[src/rtl/cmtr_pkg.sv]
// Shared types and constants for the click mode / turnout restore block.
package cmtr_pkg;

  localparam int MAX_TURNOUTS  = 32;
  localparam int TIME_BITS_DEF = 32;

  localparam int CNT_W  = 6;
  localparam int MASK_W = 32;
  localparam int DATA_W = 32;
  localparam int IDX_W  = 3;

  localparam logic [CNT_W-1:0] CNT_LIMIT =
    (MAX_TURNOUTS > 63) ? CNT_W'(63) : CNT_W'(MAX_TURNOUTS);

  localparam logic [15:0] STEP_RST  = 16'd600;
  localparam logic [9:0]  MINP_RST  = 10'd20;
  localparam logic [11:0] MAXP_RST  = 12'd400;
  localparam logic [11:0] GAP_RST   = 12'd300;
  localparam logic [11:0] BLINK_RST = 12'd200;

  localparam logic MODE_AUTO   = 1'b0;
  localparam logic MODE_MANUAL = 1'b1;

  typedef enum logic [IDX_W-1:0] {
    REG_TURNOUT_COUNT,
    REG_HOME_POS,
    REG_SAVED_POS,
    REG_STEP_INTERVAL,
    REG_MIN_PRESS,
    REG_MAX_PRESS,
    REG_CLICK_GAP,
    REG_BLINK_PERIOD
  } reg_idx_t;

  typedef enum logic [1:0] {
    DONE_NONE,
    DONE_HOME,
    DONE_SAVED
  } done_t;

  typedef struct packed {
    logic [CNT_W-1:0]  turnout_count;
    logic [MASK_W-1:0] home_positions;
    logic [MASK_W-1:0] saved_positions;
    logic [15:0]       step_interval;
    logic [9:0]        min_press;
    logic [11:0]       max_press;
    logic [11:0]       click_gap;
    logic [11:0]       blink_period;
  } cfg_t;

  typedef struct packed {
    logic start;
    logic home;
    logic mode;
    logic mode_ev;
  } click_act_t;

endpackage

[src/rtl/cmtr_cfg.sv]
// Configuration register file.
module cmtr_cfg
  import cmtr_pkg::*;
(
  input  logic              clk,
  input  logic              rst_n,
  input  logic              cfg_valid,
  input  logic [IDX_W-1:0]  cfg_index,
  input  logic [DATA_W-1:0] cfg_data,
  output cfg_t              cfg
);

  cfg_t cfg_r;

  always_ff @(posedge clk) begin
    if (!rst_n) begin
      cfg_r.turnout_count   <= '0;
      cfg_r.home_positions  <= '0;
      cfg_r.saved_positions <= '0;
      cfg_r.step_interval   <= STEP_RST;
      cfg_r.min_press       <= MINP_RST;
      cfg_r.max_press       <= MAXP_RST;
      cfg_r.click_gap       <= GAP_RST;
      cfg_r.blink_period    <= BLINK_RST;
    end else if (cfg_valid) begin
      case (reg_idx_t'(cfg_index))
        REG_TURNOUT_COUNT: cfg_r.turnout_count   <= cfg_data[CNT_W-1:0];
        REG_HOME_POS:      cfg_r.home_positions  <= cfg_data[MASK_W-1:0];
        REG_SAVED_POS:     cfg_r.saved_positions <= cfg_data[MASK_W-1:0];
        REG_STEP_INTERVAL: cfg_r.step_interval   <= cfg_data[15:0];
        REG_MIN_PRESS:     cfg_r.min_press       <= cfg_data[9:0];
        REG_MAX_PRESS:     cfg_r.max_press       <= cfg_data[11:0];
        REG_CLICK_GAP:     cfg_r.click_gap       <= cfg_data[11:0];
        REG_BLINK_PERIOD:  cfg_r.blink_period    <= cfg_data[11:0];
        default: begin
        end
      endcase
    end
  end

  assign cfg = cfg_r;

endmodule

[src/rtl/cmtr_click.sv]
// Tick counter, button edge timing, click counting and mode decisions.
module cmtr_click
  import cmtr_pkg::*;
#(
  parameter int TIME_BITS = TIME_BITS_DEF
) (
  input  logic                 clk,
  input  logic                 rst_n,
  input  logic                 en,
  input  logic                 button_level,
  input  cfg_t                 cfg,
  output logic [TIME_BITS-1:0] now,
  output click_act_t           act
);

  logic [TIME_BITS-1:0] now_r, press_r, release_r;
  logic [1:0]           tally_r, tally_mid, tally_nxt;
  logic                 prev_r, mode_r;
  logic                 press_edge, rel_edge, good, fire;
  logic [TIME_BITS-1:0] press_dt, gap_dt;

  always_comb begin
    press_edge = prev_r & ~button_level;
    rel_edge   = ~prev_r & button_level;
    press_dt   = now_r - press_r;
    gap_dt     = now_r - release_r;
    good       = (press_dt > TIME_BITS'(cfg.min_press)) &&
                 (press_dt < TIME_BITS'(cfg.max_press));
    tally_mid  = (rel_edge && good && tally_r != 2'd3) ? tally_r + 2'd1 : tally_r;
    // a release this tick leaves a zero gap, which never ends the group
    fire       = (tally_mid != 2'd0) && !rel_edge && (gap_dt > TIME_BITS'(cfg.click_gap));
    tally_nxt  = fire ? 2'd0 : tally_mid;

    act.mode_ev = fire && (tally_mid == 2'd1 || tally_mid == 2'd2);
    act.start   = fire && (tally_mid == 2'd2 || (tally_mid == 2'd1 && mode_r == MODE_MANUAL));
    act.home    = (tally_mid == 2'd1);
    act.mode    = act.mode_ev ? ((tally_mid == 2'd1) ? ~mode_r : MODE_AUTO) : mode_r;
  end

  assign now = now_r;

  always_ff @(posedge clk) begin
    if (!rst_n) begin
      now_r     <= TIME_BITS'(1);
      press_r   <= '0;
      release_r <= '0;
      tally_r   <= '0;
      prev_r    <= 1'b1;
      mode_r    <= MODE_AUTO;
    end else if (en) begin
      now_r   <= now_r + TIME_BITS'(1);
      tally_r <= tally_nxt;
      prev_r  <= button_level;
      mode_r  <= act.mode;
      if (press_edge) begin
        press_r <= now_r;
      end
      if (rel_edge) begin
        release_r <= now_r;
      end
    end
  end

endmodule

[src/rtl/cmtr_restore.sv]
// LED blinking and the sequential turnout restore.
module cmtr_restore
  import cmtr_pkg::*;
#(
  parameter int TIME_BITS = TIME_BITS_DEF
) (
  input  logic                 clk,
  input  logic                 rst_n,
  input  logic                 en,
  input  cfg_t                 cfg,
  input  logic [TIME_BITS-1:0] now,
  input  click_act_t           act,
  output logic                 led_auto,
  output done_t                done_event,
  output logic                 switch_valid,
  output logic [4:0]           switch_index,
  output logic                 switch_direction
);

  logic                 blink_on_r, phase_r, auto_led_r, active_r, home_r;
  logic [TIME_BITS-1:0] blink_time_r, due_r;
  logic [CNT_W-1:0]     idx_r;

  logic                 phase_e, toggle, phase_nxt, led_mid;
  logic                 active_e, home_e, step, finish, cmd;
  logic [CNT_W-1:0]     idx_e, count;
  logic [TIME_BITS-1:0] blink_dt;
  logic [MASK_W-1:0]    mask;

  always_comb begin
    phase_e   = act.start ? 1'b0 : phase_r;
    blink_dt  = now - blink_time_r;
    toggle    = act.start ? (cfg.blink_period == 12'd0)
                          : (blink_on_r && blink_dt >= TIME_BITS'(cfg.blink_period));
    phase_nxt = toggle ? ~phase_e : phase_e;
    led_mid   = act.mode_ev ? (act.mode == MODE_AUTO) : auto_led_r;

    active_e  = act.start | active_r;
    home_e    = act.start ? act.home : home_r;
    idx_e     = act.start ? '0 : idx_r;
    step      = active_e && (act.start || now >= due_r);
    count     = (cfg.turnout_count > CNT_LIMIT) ? CNT_LIMIT : cfg.turnout_count;
    finish    = step && (idx_e >= count);
    cmd       = step && !finish;
    mask      = home_e ? cfg.home_positions : cfg.saved_positions;

    if (finish) begin
      led_auto = (act.mode == MODE_AUTO);
    end else if (toggle) begin
      led_auto = phase_nxt;
    end else begin
      led_auto = led_mid;
    end
    done_event       = finish ? (home_e ? DONE_HOME : DONE_SAVED) : DONE_NONE;
    switch_valid     = cmd;
    switch_index     = cmd ? idx_e[4:0] : 5'd0;
    switch_direction = cmd && !idx_e[CNT_W-1] && mask[idx_e[4:0]];
  end

  always_ff @(posedge clk) begin
    if (!rst_n) begin
      blink_on_r   <= 1'b0;
      phase_r      <= 1'b0;
      auto_led_r   <= 1'b1;
      active_r     <= 1'b0;
      home_r       <= 1'b1;
      idx_r        <= '0;
      blink_time_r <= '0;
      due_r        <= '0;
    end else if (en) begin
      blink_on_r <= active_e & ~finish;
      active_r   <= active_e & ~finish;
      phase_r    <= phase_nxt;
      auto_led_r <= led_auto;
      home_r     <= home_e;
      idx_r      <= cmd ? idx_e + CNT_W'(1) : idx_e;
      if (act.start || toggle) begin
        blink_time_r <= now;
      end
      if (cmd) begin
        due_r <= now + TIME_BITS'(cfg.step_interval);
      end else if (act.start) begin
        due_r <= '0;
      end
    end
  end

  a_blink_tracks_restore: assert property (@(posedge clk) disable iff (!rst_n)
    blink_on_r == active_r)
    else $error("blink enable out of step with restore");

  a_start_acts_now: assert property (@(posedge clk) disable iff (!rst_n)
    en && act.start |-> switch_valid || done_event != DONE_NONE)
    else $error("restore start without first step");

  a_cmd_keeps_active: assert property (@(posedge clk) disable iff (!rst_n)
    en && switch_valid |=> active_r)
    else $error("restore dropped after a command");

  a_done_ends: assert property (@(posedge clk) disable iff (!rst_n)
    en && done_event != DONE_NONE |=> !active_r)
    else $error("restore still active after done");

  a_idle_no_cmd: assert property (@(posedge clk) disable iff (!rst_n)
    !active_r && !act.start |-> !switch_valid && done_event == DONE_NONE)
    else $error("command issued with no restore running");

endmodule

[src/rtl/click_mode_turnout_restore_top.sv]
// Top level: stream handshake, input and result registers, submodule wiring.
//
// Push-button mode selector with sequential turnout restore.
// in_*  : one transaction per 1 ms tick, in_tdata[0] = sampled button (0 pressed).
// out_* : exactly one result transaction per input transaction, in order.
// cfg_* : register writes (index, data); cfg_ready is always high. Write only
//         while no transaction is in flight.
// The input register loads at the edge that takes the transaction, and the result
// register loads from it once the output can advance; out_tvalid then rises.
// Throughput: one transaction per cycle while out_tready is high; the whole
// tick update is one pass of logic between the input and result registers.
// Stall: when out_tready is low the result register holds, the input register
// fills, and in_tready drops only when both are occupied.
// Reset (rst_n low, synchronous): registers go to their defaults, automatic
// mode, auto LED on, no restore running, tick time one.
module click_mode_turnout_restore_top
  import cmtr_pkg::*;
#(
  parameter int TIME_BITS = TIME_BITS_DEF
) (
  input  logic              clk,
  input  logic              rst_n,
  input  logic              in_tvalid,
  output logic              in_tready,
  input  logic [7:0]        in_tdata,   // [0] button_level
  output logic              out_tvalid,
  input  logic              out_tready,
  // [0] mode, [1] led_auto, [2] led_manual, [3] mode_event, [5:4] done_event,
  // [6] switch_valid, [11:7] switch_index, [12] switch_direction
  output logic [15:0]       out_tdata,
  input  logic              cfg_valid,
  output logic              cfg_ready,
  input  logic [IDX_W-1:0]  cfg_index,
  input  logic [DATA_W-1:0] cfg_data
);

  cfg_t                 cfg;
  click_act_t           act;
  logic [TIME_BITS-1:0] now;
  logic                 s1_valid_r, s1_level_r, out_valid_r;
  logic [15:0]          out_data_r;
  logic                 adv, en;
  logic                 led_auto, sw_valid, sw_dir;
  done_t                done_event;
  logic [4:0]           sw_index;

  assign adv       = !out_valid_r || out_tready;
  assign en        = s1_valid_r && adv;
  assign in_tready = !s1_valid_r || adv;
  assign cfg_ready = 1'b1;

  cmtr_cfg u_cfg (
    .clk       (clk),
    .rst_n     (rst_n),
    .cfg_valid (cfg_valid),
    .cfg_index (cfg_index),
    .cfg_data  (cfg_data),
    .cfg       (cfg)
  );

  cmtr_click #(.TIME_BITS(TIME_BITS)) u_click (
    .clk          (clk),
    .rst_n        (rst_n),
    .en           (en),
    .button_level (s1_level_r),
    .cfg          (cfg),
    .now          (now),
    .act          (act)
  );

  cmtr_restore #(.TIME_BITS(TIME_BITS)) u_restore (
    .clk              (clk),
    .rst_n            (rst_n),
    .en               (en),
    .cfg              (cfg),
    .now              (now),
    .act              (act),
    .led_auto         (led_auto),
    .done_event       (done_event),
    .switch_valid     (sw_valid),
    .switch_index     (sw_index),
    .switch_direction (sw_dir)
  );

  always_ff @(posedge clk) begin
    if (!rst_n) begin
      s1_valid_r  <= 1'b0;
      out_valid_r <= 1'b0;
    end else begin
      if (in_tvalid && in_tready) begin
        s1_valid_r <= 1'b1;
      end else if (en) begin
        s1_valid_r <= 1'b0;
      end
      if (en) begin
        out_valid_r <= 1'b1;
      end else if (out_tready) begin
        out_valid_r <= 1'b0;
      end
    end
  end

  always_ff @(posedge clk) begin
    if (in_tvalid && in_tready) begin
      s1_level_r <= in_tdata[0];
    end
    if (en) begin
      out_data_r <= {3'b000, sw_dir, sw_index, sw_valid, done_event,
                     act.mode_ev, act.mode, led_auto, act.mode};
    end
  end

  assign out_tvalid = out_valid_r;
  assign out_tdata  = out_data_r;

endmodule

[config.mk]
export PLATFORM = sky130hd
export DESIGN_NAME = click_mode_turnout_restore_top
export DESIGN_NICKNAME = d
export VERILOG_FILES = /design/src/rtl/cmtr_pkg.sv /design/src/rtl/cmtr_cfg.sv /design/src/rtl/cmtr_click.sv /design/src/rtl/cmtr_restore.sv /design/src/rtl/click_mode_turnout_restore_top.sv
export SDC_FILE = /design/constraint.sdc
export NUM_CORES = 1
export LEC_CHECK = 0
export ABC_AREA = 0
export BUFFER_PORTS_ARGS = -buffer_cell sky130_fd_sc_hd__buf_2
export CAP_MARGIN = 0
export CELL_PAD_IN_SITES_DETAIL_PLACEMENT = 0
export CELL_PAD_IN_SITES_GLOBAL_PLACEMENT = 1
export CORE_AREA = 2 2 236 238
export DETAILED_ROUTE_END_ITERATION = 8
export DIE_AREA = 0 0 238 240
export PLACE_DENSITY_LB_ADDON = 0.1
export SKIP_CTS_REPAIR_TIMING = 1
export SYNTH_ARGS = -nofsm -noshare
export SYNTH_HDL_FRONTEND = slang
export SYNTH_SLANG_ARGS = --single-unit
[constraint.sdc]
create_clock -name clk -period 17.3 [get_ports clk]
set_input_delay 1.73 -clock clk [delete_from_list [all_inputs] [get_ports clk]]
set_output_delay 1.73 -clock clk [all_outputs]
set_load 0.03 [all_outputs]
==> results of run 1 <==
[logic make-up after synthesis]
group           after synthesis  synth area share
mux                          72           0.03608
xor+xnor                     93           0.03783
other cells                   2         0.0003488
buf+inv                     396           0.07275
simple gates               1069            0.2246
flops                       321            0.3045
fa+ha+maj                   202            0.1188
compound gates              716            0.2052
[worst paths after layout]
check                           cells after the start                   to
worst min-delay path                                2        u_cfg.cfg[86]
worst min register to register                      2        u_cfg.cfg[86]
worst max-delay path                               39  u_restore.due_r[26]
worst max register to register                     39  u_restore.due_r[26]
[flip-flops by register name (all words and copies together), names as in the netlist]
register and flops:
u_cfg.cfg 132, u_click.now 32, u_click.press_r 32, u_click.release_r 32, u_restore.blink_time_r 32, u_restore.due_r 32
out_tdata 12, u_restore.idx_r 6, u_click.tally_r 2, out_tvalid 1, s1_level_r 1, s1_valid_r 1
u_click.mode_r 1, u_click.prev_r 1, u_restore.auto_led_r 1, u_restore.blink_on_r 1, u_restore.home_r 1, u_restore.phase_r 1
[cell type report]
cell class	instances	area (um^2)
clock buffers	59	1205
clock inverters	12	229.0
fillers	5550	30730
inverters	248	939.7
multi-input cells	2156	13460
flip-flops and latches	321	6556
well taps	704	880.8
repair buffers	107	665.6
[synth_stat cells, types with 18 or more instances]
cell type | count | area, um^2
a21oi_1 | 330 | 1652
inv_1 | 244 | 915.9
xnor2_1 | 56 | 490.5
nand2_1 | 516 | 1937
dfxtp_1 | 308 | 6166
mux2i_1 | 65 | 650.6
o211ai_1 | 21 | 157.7
o21ai_0 | 99 | 495.5
a211oi_1 | 25 | 187.7
a31oi_1 | 21 | 131.4
nor4_1 | 18 | 112.6
o21a_1 | 35 | 262.8
or3_1 | 21 | 131.4
ha_1 | 198 | 2477
clkbuf_1 | 113 | 424.2
xor2_1 | 37 | 324.1
a21o_1 | 51 | 382.9
nand3_1 | 84 | 420.4
nand4_1 | 49 | 306.5
nor2_1 | 192 | 720.7
nor2b_1 | 31 | 193.9
nand2b_1 | 28 | 175.2
nor3_1 | 47 | 235.2
[worst max-delay path, delay by kind of cell (launching register included)]
family | cells | cell delay (ps)
AOI/OAI and AO/OA | 16 | 4480
buffers and inverters | 2 | 480
and+or+nand+nor | 15 | 3220
xor gates and xnor gates | 2 | 480
adders and majority gates | 4 | 1190
DFF | 1 | 740
[layer usage]
metal	vias to the layer above	routed length (um)
li1	9934	-
met4	0	1994
met2	340	32090
met5	-	0
met3	103	2204
met1	9289	30170
[power breakdown]
part	internal, mW	leakage (nW)	switching, mW
Sequential	0.754	2.61	0.00734
Combinational	0.0626	6.69	0.112
Clock	0.571	0.692	0.346
==> impl_results.md, run 1 <==
- Status: complete, no violations
- Die Height: between 200 and 250 um
- Sequential-to-total area share from yosys stat: 0.3045
- Setup total negative slack: 0 ps
- Hold Worst Slack: 451.7 ps
- Fin crit share: 0.6225
- P&R area growth vs syn: 11.15%
- Worst hold start: u_cfg.cfg[86]
- Peak Freq: 92.85 MHz
- Slowest stage delay, CP: 740 ps
- Yosys reg bits: 321
- Pwr Density: a little under 80 nW/um^2
- PortBufs: 55
- DR vias: 19666
- Nets@finish: ~3100
- Placed cell count: 3536
- Min Clock Period, post-route: 10770 ps
- Root Driver: clkbuf_16
- Pin count of the biggest net entering global routing: 115
- DRT Pass-1 Iters: 7
- Hold Fails Final Rpt: 0
- Number of clock sinks: about 320
- Worst setup margin: between 6000 and 7000 ps
- Clock transition at the registers of the reported paths: 60 ps
- Crit path arrival time: roughly 11000 ps
- Max Slew Vio Count: 0
- CTS tree: built
- Final Skew: about 19 ps
- Lkg Pwr: 9.989 nW
- Critical Path RT: 17750 ps
- R2R Setup Slk: approximately 6500 ps
- Core Util, Final: 0.4379
- Initial antenna violation count: 1
- Die Span X: 238 um
- Congestion Overflow GR: 0
- Vias in the first global route: around 19000
- Relative slew margins: 0.3032
- Cell Area, Synth: 21530 um^2
- Startpoint Class: flop
- Worst Setup End Kind: flop
- DR iter-0 viols: 1022
- Cell variety after synth: 87
- Main synth FF type: dfxtp_1
- Reg2reg start: u_click.now[1]
- RSZ-0062 raised after global routing: false
- Ant diodes: 0
- Residual DRC: 0
- Num CTS Buffers: 40
- Slew @ Worst Pin: 1045 ps
- Clk_lat worst skew: 570 ps
- Global-route layer with the greatest usage: met2
- Detail Route Antenna Nets: 0
- Dpl hpwl: around 49 mm
- Initial core utilization: 0.3939
- Vias per cell: 5.452
- Most frequent cells in the layout: nand2_1, a21oi_1, dfxtp_1, inv_1, ha_1
- Worst Setup Path Type: reg2reg
- Met2 usage: 0.4098
- Post-DP Area: 22500 um^2
- GP Congestion: 0.8693
- Commonest non-fill, non-tap cell in the layout: nand2_1
- Setup Viol. Count Final: 0
- Fin cells: 3607
- Slowest stage cell on the critical path: dfxtp_1
- Hold Crit Class: reg2reg
- CORE AREA: 54660 um^2
- Worst Path Max Fanout: 35
- H-tree Lvls: 2
- Synth async-reset ratio: 0
- Routed WL: 66.46 mm
- Final Cell Area: 23930 um^2
- Maxcap violations: 0
- I/O Pins: 67
- GR Layer Usage met1: 0.2926
- Tot Pwr: 1.854 mW
- Syn Inst Count: 2871
- EDFF count, synth: 13
- Bufs on Longest Clock Path: 3
- Mapped Avg Cell Area: 7.500 um^2
- Share of cells above drive strength 1: 0.07234
- Worst vdd ir: 0.05904 mV
- Dpl ws: 6471 ps
- Ys Warns: 0
- WL per Instance: 18.43 um
- FP Rows: 86
- Gr usage total: 0.2309
- Global routing usage on met3: 0.02549
- Die area: 57120 um^2
- Critical Path Start: u_click.now[1]
- First-pass GRT wire length: between 100 and 150 mm
Note: power is estimated with default switching activity, not from simulation.
==> run 2: changes to the inputs <==
==> constraint.sdc (replaced) <==
create_clock -name clk -period 11 [get_ports clk]
set_input_delay 1.1 -clock clk [delete_from_list [all_inputs] [get_ports clk]]
set_output_delay 1.1 -clock clk [all_outputs]
set_load 0.03 [all_outputs]
==> run 2 against run 1 <==
Effect of this change: via count increased by 0.19%; sequential cell count stayed put; clock skew increased by 27 ps; combinational power is 59% higher; maximum frequency increased by 7.9%; clock power up 48%; global-route usage increased by 0.57 points; clock-buffer cell count increased by 3; core utilization down 0.18 points; worst hold slack hardly changed; total power rose by 53%; critical path type unchanged; critical endpoint is now u_restore.due_r[20].
==> impl_results.md, run 2 (synthesis results as in run 1) <==
- Status: complete, no violations
- Clock transition at the registers of the reported paths: 60 ps
- Tot Pwr: 2.837 mW
- H-tree Lvls: 2
- Most frequent cells in the layout: nand2_1, a21oi_1, dfxtp_1, inv_1, ha_1
- CTS tree: built
- Critical Path RT: 11510 ps
- Routed WL: 67.64 mm
- GR Layer Usage met1: 0.3109
- Detail Route Antenna Nets: 0
- Hold Crit Class: reg2reg
- Global routing usage on met3: 0.03042
- Number of clock sinks: approximately 320
- DR iter-0 viols: between 1000 and 1500
- PortBufs: 55
- Pin count of the biggest net entering global routing: 121
- Vias per cell: around 5.5
- Nets@finish: 3124
- P_sw: 735.5 uW
- Root Driver: clkbuf_16
- Vias in the first global route: 19072
- Sw Ratio: 0.2592
- Fin crit share: 0.9074
- Initial antenna violation count: 0
- GP Congestion: 0.8786
- Maxcap violations: 0
- WL per Instance: about 19 um
- Pwr Density: roughly 120 nW/um^2
- Crit path arrival time: approximately 10000 ps
- Max Slew Vio Count: 0
- Final Skew: about 46 ps
- Peak Freq: between 100 and 150 MHz
- Internal power: 2.102 mW
- Setup total negative slack: 0 ps
- Num CTS Buffers: 41
- Congestion Overflow GR: 0
- Part of the power in combinational logic: 0.098
- Startpoint Class: flop
- P&R area growth vs syn: 10.70%
- Worst Setup End Kind: flop
- Ant diodes: 0
- Max FFs per register: 132
- Clk_lat worst skew: 580 ps
- Post-DP Area: 22490 um^2
- Global-route layer with the greatest usage: met2
- Min Clock Period, post-route: 9982 ps
- DR vias: 19704
- RSZ-0062 raised after global routing: false
- I/O Pins: 67
- Hold Fails Final Rpt: 0
- Die area: 57120 um^2
- Die Span X: about 240 um
- First-pass GRT wire length: between 100 and 150 mm
- Lkg Pwr: 9.942 nW
- Final Cell Area: about 24000 um^2
- Commonest non-fill, non-tap cell in the layout: nand2_1
- CORE AREA: 54660 um^2
- Gr usage total: 0.2367
- Slowest stage delay, CP: 650 ps
- Setup Viol. Count Final: 0
- Relative slew margins: 0.1709
- FP Rows: 86
- Share of cells above drive strength 1: 0.06993
- Seq pwr share: 0.422
- Die Height: between 200 and 250 um
- Worst vdd ir: about 0.11 mV
- Worst Path Max Fanout: 21
- DRT Pass-1 Iters: 6
- Slowest stage cell on the critical path: or4_1
- Slew @ Worst Pin: between 1000 and 1500 ps
- Met2 usage: 0.4015
- Bufs on Longest Clock Path: 3
- Residual DRC: 0
- Worst Setup Path Type: reg2reg
- Dpl hpwl: roughly 50 mm
- Clk pwr share: 0.480
- Initial core utilization: 0.3939
## run 2: stage by stage
step	utilization	setup WS, ps	cells	hold slack [ps]
after floorplan	-	2970	2873	432.9
after global placement	0.4114	1217	3535	439.1
after detailed placement	0.4114	864.5	3535	446.3
after CTS	0.4360	832.2	3607	453.5
after global routing	0.4361	37.99	3607	463.7
final	0.4361	1018	3607	452.1
## run 2: area by class of cell
cell class | instances | area [um^2]
Timing Repair Buffer | 106 | 658.1
Clock inverter | 10 | 158.9
Sequential cell | 321 | 6556
Tap cell | 704 | 880.8
Inverter | 248 | 939.7
Fill cell | 5645 | 30830
Multi-Input combinational cell | 2156 | 13460
Clock buffer | 62 | 1187
## run 2: worst paths after layout
kind | slack (ps) | to | from | cells after the start
max reg2reg | 1020 | u_restore.due_r[20] | u_click.now[1] | 40
min | 450 | u_cfg.cfg[112] | u_cfg.cfg[112] | 2
min reg2reg | 450 | u_cfg.cfg[112] | u_cfg.cfg[112] | 2
max | 1020 | u_restore.due_r[20] | u_click.now[1] | 40
## run 2: worst max-delay path: cells and delay by family (launching register included)
family	cells	cell delay (ps)
compound gates	16	3950
xor+xnor	2	480
fa+ha+maj	4	1170
flops	1	290
simple gates	14	3220
buf+inv	4	770
## run 2: routing by layer
layer,wire length [um],vias to the layer above
met5,0,-
met4,1973,0
met3,2713,99
met2,31720,372
met1,31230,9292
li1,-,9941
## run 2: power groups by stage
| stage | sequential, mW | combinational, mW | clock, mW |
|---|---|---|---|
| CTS | 1.20 | 0.280 | 1.40 |
| finish | 1.20 | 0.278 | 1.36 |
| global route | 1.20 | 0.306 | 1.45 |
| floorplan | 1.22 | 0.182 | 0 |
| detailed placement | 1.22 | 0.278 | 0 |
| global placement | 1.22 | 0.275 | 0 |
==> run 3: changes to the inputs <==
--- a/config.mk
+++ b/config.mk
@@ -10,9 +10,9 @@
 export CAP_MARGIN = 0
 export CELL_PAD_IN_SITES_DETAIL_PLACEMENT = 0
 export CELL_PAD_IN_SITES_GLOBAL_PLACEMENT = 1
-export CORE_AREA = 2 2 236 238
+export CORE_AREA = 5 5 239 241
 export DETAILED_ROUTE_END_ITERATION = 8
-export DIE_AREA = 0 0 238 240
+export DIE_AREA = 0 0 244 246
 export PLACE_DENSITY_LB_ADDON = 0.1
 export SKIP_CTS_REPAIR_TIMING = 1
 export SYNTH_ARGS = -nofsm -noshare
==> run 3 against run 2 <==
Effect of this change: non-clock buffer count rose by 3; wire length grew 1.2%; worst hold slack barely moved; sequential share of layout area about the same; via count up 0.49%; maximum frequency decreased by 0.33%; total power shrank 0.46%; sequential cell count did not move; worst setup slack worse by 33 ps.
==> impl_results.md, run 3 (synthesis results as in run 1) <==
- GP Congestion: ~0.86
- DRT Pass-1 Iters: 5
- Nets@finish: 3126
- Vias in the first global route: between 15000 and 20000
- Reg-to-Reg End: u_restore.due_r[18]
- Startpoint Class: flop
- Peak Freq: 99.86 MHz
- Maxcap violations: 0
- R2R Setup Slk: 990 ps
- Multi-input gate area: ~13000 um^2
- Slowest stage delay, CP: about 700 ps
- FILL cells: 5623
- Crit path arrival time: 10510 ps
- Num CTS Buffers: 40
- Vias per cell: 5.486
- Reg2reg start: u_click.now[0]
- Lkg Pwr: roughly 10 nW
- I/O Pins: 67
- CORE AREA: 54660 um^2
- P&R area growth vs syn: 10.74%
- Max FFs per register: 132
- Initial core utilization: 0.3939
- P_sw: 742.3 uW
- Die area: ~60000 um^2
- Critical Path Start: u_click.now[0]
- Number of clock sinks: 321
- Worst Setup Path Type: reg2reg
- Relative slew margins: 0.2408
- Max Slew Vio Count: 0
- Bufs on Longest Clock Path: 3
- Routed WL: 68.48 mm
- Root Driver: clkbuf_16
- Final Skew: 37.31 ps
- Worst Path Max Fanout: 19
- Detail Route Antenna Nets: 0
- Hold Worst Slack: 452.2 ps
- Residual DRC: 0
- Gr usage total: 0.2220
- First-pass GRT wire length: 107.4 mm
- DR iter-0 viols: 1219
- Setup Viol. Count Final: 0
- PortBufs: 55
- Critical Path RT: 11500 ps
- Share of cells above drive strength 1: 0.07401
- Sw Ratio: 0.2628
- Worst vdd ir: about 0.12 mV
- Dpl hpwl: roughly 51 mm
- Worst Setup End Kind: flop
- Storage element area: 6556 um^2
- Clock transition at the registers of the reported paths: 60 ps
- Internal power: 2.082 mW
- Congestion Overflow GR: 0
- Setup total negative slack: 0 ps
- Status: complete, no violations
- End of the critical path: u_restore.due_r[18]
- Commonest non-fill, non-tap cell in the layout: nand2_1
- H-tree Lvls: 2
- WL per Instance: 18.97 um
- Ant diodes: 0
- Clk_lat worst skew: 580 ps
- Die Height: 246 um
- Part of the power in combinational logic: 0.099
- FP Rows: 86
- Most frequent cells in the layout: nand2_1, a21oi_1, dfxtp_1, inv_1, ha_1
- Pin count of the biggest net entering global routing: 104
- Hold Fails Final Rpt: 0
- Hold Crit Class: reg2reg
- RSZ-0062 raised after global routing: false
- Slew @ Worst Pin: 1135 ps
- R2R depth: 40
- DR vias: 19800
- Die Span X: 244 um
- Min Clock Period, post-route: 10010 ps
- Slowest stage cell on the critical path: a2111oi_0
- CTS tree: built
- Clk pwr share: 0.477
- Seq pwr share: 0.424
- Pwr Density: about 120 nW/um^2
- Fin crit share: 0.9104
- Initial antenna violation count: 1
==> run 3: power by group through the flow <==
stage | logic, mW | clock network, mW | registers, mW
2_1_floorplan | 0.182 | 0 | 1.22
3_3_place_gp | 0.279 | 0 | 1.22
3_5_place_dp | 0.282 | 0 | 1.22
4_1_cts | 0.284 | 1.39 | 1.20
5_1_grt | 0.310 | 1.43 | 1.20
6_report | 0.280 | 1.35 | 1.20
==> run 3: worst min path at each step <==
stage,startpoint,endpoint,slack (ps),depth (start not counted)
6_report,u_click.release_r[14],u_click.release_r[14],450,2
3_3_place_gp,u_cfg.cfg[82],u_cfg.cfg[82],440,2
3_5_place_dp,u_click.press_r[19],u_click.press_r[19],450,2
2_1_floorplan,u_cfg.cfg[123],u_cfg.cfg[123],430,2
5_1_grt,u_cfg.cfg[90],u_cfg.cfg[90],470,2
4_1_cts,u_click.press_r[28],u_click.press_r[28],450,2
==> run 3: worst max-delay path: cells and delay by family (launching register included) <==
kind / cells / cell delay [ps]
compound gates: 16 / 4000
simple gates: 14 / 3230
fa+ha+maj: 4 / 1060
buf+inv: 4 / 770
xor+xnor: 2 / 480
flops: 1 / 380
==> run 3: metal layers <==
layer  GRT usage  share of wire  routed length, um
met1      0.2924           0.46              31510
met2      0.3889           0.48              32680
met5           0        0.00019                 13
met3     0.02484          0.038               2619
met4     0.05858          0.024               1656
==> run 3: stage by stage <==
stage / setup slack [ps] / total power, mW / instance area [um^2] / utilization / std cells
after CTS: 933.4 / 2.865 / 23850 / 0.4363 / 3609
after floorplan: 2970 / 1.404 / 21540 / - / 2873
final: 985.6 / 2.824 / 23850 / 0.4363 / 3609
after detailed placement: 1024 / 1.504 / 22520 / 0.4119 / 3538
after global placement: 1144 / 1.500 / 22520 / 0.4119 / 3538
after global routing: 141.4 / 2.938 / 23850 / 0.4363 / 3609
==> run 3: area by class of cell <==
type	instances	share of cell area
multi-input combinational	2156	0.5644
sequential	321	0.2749
clock buffer	53	0.04738
inverter	248	0.03940
tap	704	0.03694
timing repair buffer	109	0.02854
clock inverter	18	0.008447
